File: config.mk
export PLATFORM = sky130hd
export DESIGN_NAME = utf8_name_validator
export DESIGN_NICKNAME = d
export VERILOG_FILES = /design/src/design/unv_pkg.sv /design/src/design/unv_in_stage.sv /design/src/design/unv_step.sv /design/src/design/utf8_name_validator.sv
export VERILOG_INCLUDE_DIRS = /design/src /design/src/design
export SDC_FILE = /design/constraint.sdc
export NUM_CORES = 1
export LEC_CHECK = 0
export ABC_CLOCK_PERIOD_IN_PS = 2400
export BUFFER_PORTS_ARGS = -buffer_cell sky130_fd_sc_hd__buf_2
export CORE_MARGIN = 1
export CORE_UTILIZATION = 30
export CTS_BUF_LIST = sky130_fd_sc_hd__clkbuf_4 sky130_fd_sc_hd__clkbuf_8
export CTS_CLUSTER_SIZE = 12
export DETAILED_ROUTE_END_ITERATION = 8
export GPL_TIMING_DRIVEN = 1
export HOLD_SLACK_MARGIN = 0.12
export PLACE_DENSITY_LB_ADDON = 0.08
export RECOVER_POWER = 100
export SYNTH_ARGS = -nofsm -noshare
export SYNTH_HDL_FRONTEND = slang
export SYNTH_HIERARCHICAL = 1
export SYNTH_SLANG_ARGS = --single-unit
File: constraint.sdc
create_clock -name aclk -period 2.4 [get_ports aclk]
set_input_delay 0.24 -clock aclk [delete_from_list [all_inputs] [get_ports aclk]]
set_output_delay 0.24 -clock aclk [all_outputs]
set_load 0.03 [all_outputs]
File: src/design/utf8_name_validator_macros.svh
// ----------------------------------------------------------------------------
// utf8_name_validator assertion macros
// concurrent assertion helpers shared by the validator rtl
// ----------------------------------------------------------------------------
`ifndef UTF8_NAME_VALIDATOR_MACROS_SVH
`define UTF8_NAME_VALIDATOR_MACROS_SVH

`ifndef ASSERT_OFF

// condition holds in the same cycle
`define UNV_ASSERT_IMPL(label, clk, rstn, ante, cons) \
    label: assert property (@(posedge clk) disable iff (!(rstn)) (ante) |-> (cons)) \
        else $error("assertion failed: same-cycle implication");

// condition holds in the next cycle
`define UNV_ASSERT_NEXT(label, clk, rstn, ante, cons) \
    label: assert property (@(posedge clk) disable iff (!(rstn)) (ante) |=> (cons)) \
        else $error("assertion failed: next-cycle implication");

`else

`define UNV_ASSERT_IMPL(label, clk, rstn, ante, cons)
`define UNV_ASSERT_NEXT(label, clk, rstn, ante, cons)

`endif

`endif

File: src/design/unv_pkg.sv
// ----------------------------------------------------------------------------
// unv_pkg
// types and constants for the utf-8 name validator
// ----------------------------------------------------------------------------
`timescale 1ns / 1ps
`default_nettype none

package unv_pkg;

    localparam logic [7:0] CTRL_LIMIT  = 8'h20;
    localparam logic [7:0] DEL_CHAR    = 8'h7F;
    localparam logic [7:0] CONT_LO     = 8'h80;
    localparam logic [7:0] CONT_HI     = 8'hBF;
    localparam logic [7:0] E0_CONT_LO  = 8'hA0;
    localparam logic [7:0] ED_CONT_HI  = 8'h9F;
    localparam logic [7:0] F0_CONT_LO  = 8'h90;
    localparam logic [7:0] F4_CONT_HI  = 8'h8F;
    localparam logic [7:0] LEAD_E0     = 8'hE0;
    localparam logic [7:0] LEAD_ED     = 8'hED;
    localparam logic [7:0] LEAD_F0     = 8'hF0;
    localparam logic [7:0] LEAD_F4     = 8'hF4;

    typedef enum logic [2:0] {
        CLASS_FREE = 3'd0,
        CLASS_E0   = 3'd1,
        CLASS_ED   = 3'd2,
        CLASS_F0   = 3'd3,
        CLASS_F4   = 3'd4
    } lead_class_t;

    typedef struct packed {
        logic [1:0]  bytes_owed;
        logic        first_pending;
        lead_class_t lead_class;
        logic        error_seen;
    } unv_state_t;

    typedef struct packed {
        logic       vld;
        logic [7:0] data_byte;
        logic       final_byte;
    } unv_beat_t;

endpackage

`default_nettype wire

File: src/design/unv_in_stage.sv
// ----------------------------------------------------------------------------
// unv_in_stage
// input register for incoming byte beats
// ----------------------------------------------------------------------------
`timescale 1ns / 1ps
`default_nettype none

module unv_in_stage
    import unv_pkg::*;
(
    input  wire logic       aclk,
    input  wire logic       aresetn,
    input  wire logic       s_valid,
    output logic            s_ready,
    input  wire logic [7:0] s_data_byte,
    input  wire logic       s_final_byte,
    input  wire logic       advance,
    output unv_beat_t       beat
);

    logic       vld_reg, vld_next;
    logic [7:0] byte_reg;
    logic       final_reg;

    assign s_ready = !vld_reg || advance;

    always_comb begin
        vld_next = vld_reg;
        if (s_ready) begin
            vld_next = s_valid;
        end
    end

    always_ff @(posedge aclk) begin
        if (!aresetn) begin
            vld_reg <= 1'b0;
        end else begin
            vld_reg <= vld_next;
        end
    end

    always_ff @(posedge aclk) begin
        if (s_valid && s_ready) begin
            byte_reg  <= s_data_byte;
            final_reg <= s_final_byte;
        end
    end

    assign beat.vld        = vld_reg;
    assign beat.data_byte  = byte_reg;
    assign beat.final_byte = final_reg;

endmodule

`default_nettype wire

File: src/design/unv_step.sv
// ----------------------------------------------------------------------------
// unv_step
// decodes one byte against the current sequence state
// ----------------------------------------------------------------------------
`timescale 1ns / 1ps
`default_nettype none

module unv_step
    import unv_pkg::*;
(
    input  unv_state_t       cur,
    input  wire logic [7:0]  data_byte,
    output unv_state_t       nxt
);

    logic [7:0] lo;
    logic [7:0] hi;

    always_comb begin
        lo = CONT_LO;
        hi = CONT_HI;
        if (cur.first_pending) begin
            unique case (cur.lead_class)
                CLASS_E0: lo = E0_CONT_LO;
                CLASS_ED: hi = ED_CONT_HI;
                CLASS_F0: lo = F0_CONT_LO;
                CLASS_F4: hi = F4_CONT_HI;
                default:  ;
            endcase
        end
    end

    always_comb begin
        nxt = cur;
        if (!cur.error_seen) begin
            if (cur.bytes_owed != 2'd0) begin
                if (data_byte < lo || data_byte > hi) begin
                    nxt.error_seen    = 1'b1;
                    nxt.bytes_owed    = 2'd0;
                    nxt.first_pending = 1'b0;
                    nxt.lead_class    = CLASS_FREE;
                end else begin
                    nxt.first_pending = 1'b0;
                    nxt.lead_class    = CLASS_FREE;
                    nxt.bytes_owed    = cur.bytes_owed - 2'd1;
                end
            end else begin
                unique case (data_byte) inside
                    [8'h00:8'h1F], DEL_CHAR: begin
                        nxt.error_seen = 1'b1;
                    end
                    [CTRL_LIMIT:8'h7E]: ;
                    [8'hC2:8'hDF]: begin
                        nxt.bytes_owed    = 2'd1;
                        nxt.lead_class    = CLASS_FREE;
                        nxt.first_pending = 1'b1;
                    end
                    [LEAD_E0:8'hEF]: begin
                        nxt.bytes_owed    = 2'd2;
                        nxt.first_pending = 1'b1;
                        if (data_byte == LEAD_E0) begin
                            nxt.lead_class = CLASS_E0;
                        end else if (data_byte == LEAD_ED) begin
                            nxt.lead_class = CLASS_ED;
                        end else begin
                            nxt.lead_class = CLASS_FREE;
                        end
                    end
                    [LEAD_F0:LEAD_F4]: begin
                        nxt.bytes_owed    = 2'd3;
                        nxt.first_pending = 1'b1;
                        if (data_byte == LEAD_F0) begin
                            nxt.lead_class = CLASS_F0;
                        end else if (data_byte == LEAD_F4) begin
                            nxt.lead_class = CLASS_F4;
                        end else begin
                            nxt.lead_class = CLASS_FREE;
                        end
                    end
                    default: begin
                        nxt.error_seen = 1'b1;
                        nxt.lead_class = CLASS_FREE;
                    end
                endcase
            end
        end
    end

endmodule

`default_nettype wire

File: src/design/utf8_name_validator.sv
// verdict path: a final beat passes the input register, then the result register
// throughput: one byte beat per cycle while no final beat waits, set by the
// combinational state update between the input register and the result register
// a waiting verdict stalls only a following final beat
// reset: synchronous active-low aresetn clears sequence state and both valids
// ----------------------------------------------------------------------------
// utf8_name_validator
// checks a byte stream for well-formed utf-8 without control characters and
// returns one verdict beat per text
// ----------------------------------------------------------------------------
`timescale 1ns / 1ps
`default_nettype none

`include "utf8_name_validator_macros.svh"

module utf8_name_validator
    import unv_pkg::*;
(
    input  wire logic       aclk,
    input  wire logic       aresetn,
    input  wire logic       s_valid,
    output logic            s_ready,
    input  wire logic [7:0] s_data_byte,
    input  wire logic       s_final_byte,
    output logic            m_valid,
    input  wire logic       m_ready,
    output logic            m_text_valid
);

    unv_beat_t  beat;
    logic       advance;
    unv_state_t state_reg, state_next, step_out;
    logic       m_valid_reg, m_valid_next;
    logic       verdict_reg, verdict_next;

    // a final beat needs a free result slot
    assign advance = beat.vld && (!beat.final_byte || !m_valid_reg || m_ready);

    unv_in_stage u_in (
        .aclk         (aclk),
        .aresetn      (aresetn),
        .s_valid      (s_valid),
        .s_ready      (s_ready),
        .s_data_byte  (s_data_byte),
        .s_final_byte (s_final_byte),
        .advance      (advance),
        .beat         (beat)
    );

    unv_step u_step (
        .cur       (state_reg),
        .data_byte (beat.data_byte),
        .nxt       (step_out)
    );

    always_comb begin
        state_next   = state_reg;
        m_valid_next = m_valid_reg && !m_ready;
        verdict_next = verdict_reg;
        if (advance) begin
            if (beat.final_byte) begin
                state_next   = '0;
                m_valid_next = 1'b1;
                verdict_next = !step_out.error_seen && (step_out.bytes_owed == 2'd0);
            end else begin
                state_next = step_out;
            end
        end
    end

    always_ff @(posedge aclk) begin
        if (!aresetn) begin
            state_reg   <= '0;
            m_valid_reg <= 1'b0;
        end else begin
            state_reg   <= state_next;
            m_valid_reg <= m_valid_next;
        end
    end

    always_ff @(posedge aclk) begin
        verdict_reg <= verdict_next;
    end

    assign m_valid      = m_valid_reg;
    assign m_text_valid = verdict_reg;

    `UNV_ASSERT_NEXT(a_clear_after_verdict, aclk, aresetn, advance && beat.final_byte, state_reg == '0 && m_valid)
    `UNV_ASSERT_IMPL(a_error_owes_nothing, aclk, aresetn, state_reg.error_seen, state_reg.bytes_owed == 2'd0)
    `UNV_ASSERT_IMPL(a_pending_owes_bytes, aclk, aresetn, state_reg.first_pending, state_reg.bytes_owed != 2'd0)
    `UNV_ASSERT_IMPL(a_class_needs_pending, aclk, aresetn, state_reg.lead_class != CLASS_FREE, state_reg.first_pending)

endmodule

`default_nettype wire
== After elaboration in Yosys (flattened, before gate mapping) ==
Index checks and enable logic that the tools add are counted.

* Register bits: 19
* Output and inout port bits: 3

* Add/subtract/negate cells: 1
* Magnitude comparators: 12
* Equal/unequal tests: 11
* Muxes and demuxes: 18
* Reductions and logical operators: 26

{| class="wikitable"
|+ Operator list
! kind !! count
|-
| 8-bit == test, second input constant || 4
|-
| 8-bit greater-or-equal comparator, second input constant || 3
|-
| 8-bit <= comparator, second input constant || 3
|-
| 6-bit one-hot mux with 2 select lines || 2
|-
| 7-bit 2-to-1 mux || 3
|-
| 6-bit 2-to-1 mux || 3
|-
| 3-bit one-hot mux with 3 select lines || 2
|-
| 1-bit logical AND || 9
|-
| 3-bit 2-to-1 mux || 3
|-
| 8-bit by 7-bit == test with 1-bit output, second input constant || 1
|-
| 8-bit by 1-bit greater-or-equal comparator with 1-bit output, second input constant || 1
|-
| 8-bit by 6-bit greater-or-equal comparator with 1-bit output, second input constant || 1
|-
| 8-bit > comparator || 1
|-
| 8-bit by 5-bit <= comparator with 1-bit output, second input constant || 1
|-
| 8-bit by 7-bit <= comparator with 1-bit output, second input constant || 1
|-
| 8-bit < comparator || 1
|-
| 3-bit by 2-bit == test with 1-bit output, second input constant || 2
|-
| 3-bit AND reduction || 2
|-
| 1-bit zero test || 5
|-
| 5-bit nonzero test || 1
|-
| 1-bit logical OR || 4
|-
| 1-bit 2-to-1 mux || 4
|-
| 4-bit OR reduction || 1
|-
| 3-bit by 1-bit == test with 1-bit output, second input constant || 1
|-
| 9 further kinds || 9
|}

== Longest topological paths before layout ==
Gate-level depths: netlist (run 1).

* Depth after elaboration: 10
* Depth in mapped cells: 9
* Depth with buffers taken out: 9

== By module ==
The synthesis (run 1) kept the hierarchy.

{| class="wikitable"
|+ By module, submodules not included
! module !! instances !! cells each !! area each (um^2) !! seq. area each (um^2)
|-
| utf8_name_validator || 1 || 48 || 464.2 || 190.2
|-
| unv_step || 1 || 64 || 439.2 || 0.0
|-
| unv_in_stage || 1 || 16 || 342.8 || 290.3
|}

== Worst setup path before layout (run 1) ==
Ideal clock, no wire load.

* Kind: reg2reg
* From: register state_reg[3] in the netlist's numbering
* To: register verdict_reg, in the netlist m_text_valid, data pin
* Arrival time: 1.685 ns
* Required time: 2.126 ns
* Path slack: 0.441 ns
* Cell stages (with the launch flop): 9
* Buffers on the path: 0
* Clock period less this slack: 1.959 ns
* Cell sequence: dfxtp_1 nand3b_1 or2_2 ha_1 nand2b_1 o32a_1 a21oi_1 a311o_2 nor3_1

{| class="wikitable"
|+ RTL lines
! item !! line !! text
|-
| start, declared || utf8_name_validator.sv:32 || <nowiki>unv_state_t state_reg, state_next, step_out;</nowiki>
|-
| start signal, assigned || utf8_name_validator.sv:76 || <nowiki>state_reg <= state_next;</nowiki>
|-
| end signal, assigned || utf8_name_validator.sv:82 || <nowiki>verdict_reg <= verdict_next;</nowiki>
|-
| end, declared || utf8_name_validator.sv:34 || <nowiki>logic verdict_reg, verdict_next;</nowiki>
|}

==> metrics.md, run 1 <==
| Metric | Value |
|---|---|
| Nature of the critical path endpoint | `flop` |
| Wire length of the first global-routing pass | `~4600 microns` |
| Total nets after synthesis | `~150` |
| Pre-CTS setup slack | `0.218 ns` |
| Leakage power total | `0.000463 uW` |
| Wire length after detailed routing | `roughly 2800 microns` |
| Slew Limit Headroom | `64.0%` |
| Final hold vios | `0` |
| Input/output buffers | `15` |
| Critical path required time | `approximately 2.5 ns` |
| Clock tree root driver cell | `clkbuf_8` |
| Run status | `complete, no violations` |
| Reg2Reg Launch Point | `state_reg[3]$_SDFFE_PN0P_` |
| Hold-critical path depth | `1` |
| Finished Core Util | `between 30 and 40%` |
| Antenna diode count | `0` |
| Vert. Die Dim | `around 66 microns` |
| Clock tree skew after final layout | `0.00642 ns` |
| Detail Placement HPWL | `2040 microns` |
| CP Max Fanout | `6` |
| Period minus WS final | `~2.2 ns` |
| Crit-path leading delay family | `compound AO/OA/AOI/OAI gates` |
| Core Area | `around 4000 sq um` |
| Register-to-register setup slack | `0.22 ns` |
| Starting DRT DRC Count | `35` |
| Die Width | `around 66 microns` |
| Critical path type | `reg -> reg` |
| Number of instances in the synthesized netlist | `~130` |
| Router iterations before antenna repair | `4` |
| Number of global-route vias before repair | `roughly 950` |
| Average footprint of a synthesized cell | `slightly below 10 sq um` |
| Syn. warnings | `6` |
| CP bufs+invs | `0` |
| Final global-route overflow total | `0` |
| Number of setup violations in the final report | `0` |
| Post-synth top area share | `roughly 24%` |
| Sinks on the clock net | `19` |
| Hold path startpoint | `s_data_byte[5]` |
| Max-slew violation total from the final report | `0` |
| Cell types occupying the most area after synthesis | `edfxtp_1, dfxtp_1, nand4b_1` |
| Max Root-Sink Buffers | `2` |
| Max incr delay on CP | `between 0.4 and 0.5 ns` |
| Maximum Capacitance Violations | `0` |
| Maximum clock rate | `between 0.4 and 0.5 GHz` |
| Top-level I/O count | `16` |
| P per Cell Area | `between 500 and 600 nW/um^2` |
| Final standard cell count with taps included and fillers excluded | `around 190` |
| Worst r2r dst | `m_text_valid$_DFFE_PP_` |
| Pin slew with the least headroom to its limit | `about 0.54 ns` |
| CTS H-tree depth | `1` |
| Final period util | `90.8%` |
| Wire length per cell after detailed routing | `approximately 14 microns` |
| Starting density of the core | `about 31%` |
| Synth-to-layout area growth | `10.1%` |
| Cells traversed along the worst timing path | `xnor2_1 > nor3b_1 > ha_1 > nand4b_1 > o2bb2ai_1 > a21oi_1 > a311o_2 > nor3_1` |
| Post-synthesis sequential area ratio | `roughly two fifths` |
| Largest register FFs | `8` |
| Cell taking the most area after synthesis | `edfxtp_1` |
| Fraction of layout instances using a drive strength above 1 | `between 15 and 20%` |
| DRC violations left | `0` |
| Initial antenna violation count | `0` |
| Post-synthesis instance area | `1250 sq um` |
| Cell type of the slowest stage on the worst timing path | `dfxtp_1` |
| GRT Total Usage | `about 14%` |
| RSZ-0062 raised after global routing | `no` |
| Maximum vdd ir drop | `between 0.0002 and 0.00025 V` |
| Critical path launch point type | `flop` |
| Number of cells after detailed placement | `roughly 190` |
| Worst reg2reg path depth | `8` |
| Worst Hold Class | `in -> reg` |
| Number of CTS-inserted buffers | `3` |
| Arrival time at the worst endpoint | `between 2 and 2.5 ns` |
| Detailed-route via count | `1030` |
| Final estimated routing congestion in global placement | `approximately 0.70` |
| Number of vias per cell | `5.34` |
| Nets@finish | `161` |
| Slack of the critical path | `~0.22 ns` |
| Number of buffers inserted by hold repair at cts | `0` |
| Post-Route Setup TNS | `0 ns` |
| Number of rows in the core area | `23` |
| Register bit count reported by yosys | `19` |
| Worst Hold End | `u_in/byte_reg[5]$_DFFE_PP_` |
| Clock latency on the worst-skew pair | `roughly 0.26 ns` |
| Post-detailed-route count of antenna-violating nets | `0` |
| Area enclosed by the die boundary | `~4400 sq um` |
| Clock-pin slew of the registers on the worst-case setup and hold paths | `0.08 ns` |
| Distinct cell type count after synthesis | `43` |
| Pin count of the biggest net entering global routing | `18` |
| Clock tree from TritonCTS | `done` |
worst max path at each step:
stage,from,endpoint,slack [ns],cells after the start
2_1_floorplan,state_reg[3]$_SDFFE_PN0P_,m_text_valid$_DFFE_PP_,0.44,8
3_5_place_dp,state_reg[1]$_SDFFE_PN0P_,m_text_valid$_DFFE_PP_,0.22,8
5_1_grt,state_reg[3]$_SDFFE_PN0P_,m_text_valid$_DFFE_PP_,0.1,8
6_report,state_reg[3]$_SDFFE_PN0P_,m_text_valid$_DFFE_PP_,0.22,8
4_1_cts,state_reg[3]$_SDFFE_PN0P_,m_text_valid$_DFFE_PP_,0.19,8
3_3_place_gp,state_reg[1]$_SDFFE_PN0P_,m_text_valid$_DFFE_PP_,0.22,8
cells in the mapped netlist, drive strengths merged:
| cell | n |
|---|---|
| nor2 | 3 |
| or2 | 1 |
| a21oi | 5 |
| a22o | 1 |
| a41oi | 1 |
| nand4 | 1 |
| o21ai | 5 |
| nand3 | 4 |
| nor4bb | 1 |
| nor3b | 2 |
| nor3 | 6 |
| nand3b | 8 |
| o21a | 2 |
| a32o | 1 |
| o211ai | 8 |
| nor4 | 1 |
| and2 | 1 |
| o311ai | 1 |
| or4 | 1 |
| o32a | 1 |
| xnor2 | 1 |
| a21boi | 2 |
| dfxtp | 9 |
| nor2b | 1 |
| nand2 | 5 |
| edfxtp | 10 |
| o221ai | 1 |
| clkbuf | 2 |
| ha | 4 |
| nand2b | 4 |
| buf | 6 |
| inv | 15 |
| nand4b | 9 |
| o2bb2ai | 2 |
| a311o | 1 |
| o31a | 2 |
logic make-up after synthesis:
group           Yosys count  synth area share (%)
xor+xnor                  1                 0.703
flops                    19                  38.6
fa+ha+maj                 4                  4.02
buf+inv                  23                  9.34
compound gates           33                  19.8
simple gates             48                  27.6
report_power, final:
group / switching [uW] / internal, uW / total, uW
Combinational: 56.1 / 40.6 / 96.7
Sequential: 20.2 / 360 / 380
Clock: 114 / 117 / 231
Total: 190 / 517 / 707
metrics by stage:
stage	power [uW]	area, sq um	hold WS [ns]
after floorplan	461	1250	0.339
after global placement	488	1350	0.416
after detailed placement	489	1350	0.418
after CTS	722	1400	0.140
after global routing	744	1370	0.135
final	707	1370	0.148
per-layer routing:
metal,wire length (microns),track usage [%]
met1,1330,17.6
met2,1310,23.1
met3,86,3.77
met4,31,4.52
met5,0,0
cell type report:
type / instances / area (sq um)
fillers: 422 / 2630
multi-input cells: 86 / 627
flip-flops and latches: 19 / 480
repair buffers: 19 / 97.6
well taps: 50 / 62.6
inverters: 15 / 56.3
clock buffers: 3 / 41.3
clock inverters: 1 / 7.51
layout by cell type (no fill, tap or decap), types with 2 or more instances in the layout:
cell,instances
a21boi_0,2
a21oi_1,5
buf_2,12
buf_4,3
clkbuf_1,4
clkbuf_8,3
dfxtp_1,9
edfxtp_1,10
ha_1,4
inv_1,15
nand2_1,5
nand2b_1,3
nand3_1,4
nand3b_1,8
nand4b_1,8
nor2_1,3
nor3_1,6
nor3b_1,2
o211ai_1,8
o21a_1,2
o21ai_0,5
o2bb2ai_1,2
o31a_1,2
what timing repair did:
item,in CTS,in global routing
resized for setup,0,1
buffers inserted,0,0
endpoints found under the setup margin,0,1
Note: power is estimated with default switching activity, not from simulation.
==> run 2: changes to the inputs <==
--- a/config.mk
+++ b/config.mk
@@ -6,11 +6,10 @@
 export SDC_FILE = /design/constraint.sdc
 export NUM_CORES = 1
 export LEC_CHECK = 0
-export ABC_CLOCK_PERIOD_IN_PS = 2400
+export ABC_CLOCK_PERIOD_IN_PS = 2800
 export BUFFER_PORTS_ARGS = -buffer_cell sky130_fd_sc_hd__buf_2
 export CORE_MARGIN = 1
 export CORE_UTILIZATION = 30
-export CTS_BUF_LIST = sky130_fd_sc_hd__clkbuf_4 sky130_fd_sc_hd__clkbuf_8
 export CTS_CLUSTER_SIZE = 12
 export DETAILED_ROUTE_END_ITERATION = 8
 export GPL_TIMING_DRIVEN = 1
==> constraint.sdc (replaced) <==
create_clock -name aclk -period 2.8 [get_ports aclk]
set_input_delay 0.28 -clock aclk [delete_from_list [all_inputs] [get_ports aclk]]
set_output_delay 0.28 -clock aclk [all_outputs]
set_load 0.03 [all_outputs]
==> run 2 against run 1 <==
- first-iteration DRC count grew 34%
- register-to-register slack better by 0.33 ns
- critical endpoint unchanged
- wire length is 2.4% lower
- global-route usage is 0.13 points higher
- utilization fell by 0.56 points
- combinational power decreased by 26%
- clock power down 11%
==> metrics.md, run 2 (synthesis results as in run 1) <==
| Metric | Value |
|---|---|
| Run status | `complete, no violations` |
| Final standard cell count with taps included and fillers excluded | `189 (-2.1%)` |
| Number of global-route vias before repair | `938 (-1.5%)` |
| Critical path type | `reg -> reg` |
| Clock-pin slew of the registers on the worst-case setup and hold paths | `0.08 ns (about the same)` |
| Number of setup violations in the final report | `0 (unchanged)` |
| Detail Placement HPWL | `1940 microns (-4.8%)` |
| Starting density of the core | `31.2% (unchanged)` |
| Maximum Capacitance Violations | `0 (unchanged)` |
| Area enclosed by the die boundary | `4420 sq um (unchanged)` |
| Top library cells by usage in the layout, fill and taps aside | `inv_1, buf_2, edfxtp_1` |
| Fraction of layout instances using a drive strength above 1 | `15.8% (-0.96 points)` |
| Initial antenna violation count | `0 (unchanged)` |
| Router iterations before antenna repair | `4 (unchanged)` |
| Detailed-route via count | `1007 (-2.2%)` |
| Combined flip-flop and latch cell area | `480 sq um (unchanged)` |
| Most common cell after layout, fill and taps aside | `inv_1` |
| Final estimated routing congestion in global placement | `0.721 (+2.5%)` |
| Arrival time at the worst endpoint | `2.35 ns (+0.08 ns)` |
| Final hold vios | `0 (unchanged)` |
| P per Cell Area | `451 nW/um^2 (-12%)` |
| Critical path required time | `2.89 ns (+0.40 ns)` |
| Synth-to-layout area growth | `8.33%` |
| Leakage power total | `0.000446 uW (-3.6%)` |
| Pin slew with the least headroom to its limit | `0.570 ns (+0.0298 ns)` |
| Vert. Die Dim | `66.5 microns (unchanged)` |
| GRT Total Usage | `14.1% (+0.13 points)` |
| Wire length after detailed routing | `2690 microns (-2.4%)` |
| Max Root-Sink Buffers | `2 (unchanged)` |
| Post-detailed-route count of antenna-violating nets | `0 (unchanged)` |
| Starting DRT DRC Count | `47 (+34%)` |
| Wire length of the first global-routing pass | `4600 microns (+0.31%)` |
| Final period util | `80.4% (-10 points)` |
| Post-Route Setup TNS | `0 ns (unchanged)` |
| Maximum clock rate | `0.444 GHz (-3.2%)` |
| Sinks on the clock net | `19 (unchanged)` |
| Clock tree root driver cell | `clkbuf_8` |
| Nature of the critical path endpoint | `flop` |
| Wire length per cell after detailed routing | `14.2 microns (-0.33%)` |
| Core Area | `4000 sq um (unchanged)` |
| Area of combinational cells with multiple inputs | `631 sq um (+0.60%)` |
| Number of buffers inserted by hold repair at cts | `0 (unchanged)` |
| Pin count of the biggest net entering global routing | `18 (unchanged)` |
| Number of vias per cell | `5.33 (-0.16%)` |
| Max-slew violation total from the final report | `0 (unchanged)` |
| Worst Hold Class | `in -> reg` |
| Input/output buffers | `15 (unchanged)` |
| Maximum vdd ir drop | `0.000228 V (-5.4%)` |
| Clock tree from TritonCTS | `done` |
| Number of cells after detailed placement | `185 (-2.1%)` |
| CP Max Fanout | `6 (unchanged)` |
| Clock latency on the worst-skew pair | `0.26 ns (about the same)` |
| DRC violations left | `0 (unchanged)` |
| Fillers | `422 (unchanged)` |
| Number of CTS-inserted buffers | `3 (unchanged)` |
| Antenna diode count | `0 (unchanged)` |
| Clock tree skew after final layout | `0.00279 ns (-0.00363 ns)` |
| Number of rows in the core area | `23 (unchanged)` |
| Resized cells post-CTS | `0 (unchanged)` |
| CTS H-tree depth | `1 (unchanged)` |
| Die Width | `66.5 microns (unchanged)` |
| Period minus WS final | `2.25 ns (+0.0728 ns)` |
| Overall power after layout | `609 uW (-14%)` |
| Final global-route overflow total | `0 (unchanged)` |
| Critical path launch point type | `flop` |
| Top-level I/O count | `16 (unchanged)` |
| RSZ-0062 raised after global routing | `no` |
| Number of buffers added for setup after CTS | `0 (unchanged)` |
| Largest register FFs | `8 (unchanged)` |
| Nets@finish | `157 (-2.5%)` |
| Slew Limit Headroom | `62.0% (-2.0 points)` |
run 2: power breakdown:
part | total [uW] | switching, uW | internal (uW)
sequential | 333 | 24.5 | 308
combinational | 71.7 | 39.4 | 32.3
clock | 205 | 104 | 100
total | 609 | 168 | 441
run 2: worst max-delay path, stage by stage, from the launching register on:
cell      delay, ns
dfxtp_1        0.43
nand3b_1       0.12
or2_2          0.29
ha_1           0.19
nand2b_1       0.14
o32a_1         0.34
nand3_1        0.11
o311ai_0       0.20
nor3_1         0.26
run 2: path summary, 6_finish.rpt:
kind              depth (start not counted)                    endpoint                 startpoint  slack (ns)
hold / removal                            1  u_in/byte_reg[7]$_DFFE_PP_             s_data_byte[7]        0.19
setup / recovery                          8      m_text_valid$_DFFE_PP_  state_reg[1]$_SDFFE_PN0P_        0.55
setup reg to reg                          8      m_text_valid$_DFFE_PP_  state_reg[1]$_SDFFE_PN0P_        0.55
hold reg to reg                           2   state_reg[5]$_SDFFE_PN0P_  state_reg[5]$_SDFFE_PN0P_        0.55
run 2: cell type report:
class                           count  area share (%)
Clock inverter                      1           0.556
Timing Repair Buffer               15            5.28
Tap cell                           50            4.63
Sequential cell                    19            35.6
Inverter                           15            4.17
Clock buffer                        3            3.06
Multi-Input combinational cell     86            46.7
run 2: routing by layer:
metal / up-vias / GRT usage [%] / routed length, microns
met1: 478 / 17.9 / 1330
met5: - / 0 / 0
met2: 20 / 23.3 / 1250
met4: 0 / 4.52 / 21
met3: 2 / 3.60 / 87
li1: 507 / - / -
run 2: stage by stage:
step	cell area [sq um]	hold WS (ns)	worst slack, ns	utilization, %
4_1_cts	1370	0.177	0.568	34.3
6_report	1350	0.187	0.548	33.8
3_3_place_gp	1320	0.456	0.624	33.1
2_1_floorplan	1250	0.379	0.841	-
5_1_grt	1350	0.169	0.444	33.8
3_5_place_dp	1320	0.458	0.596	33.1
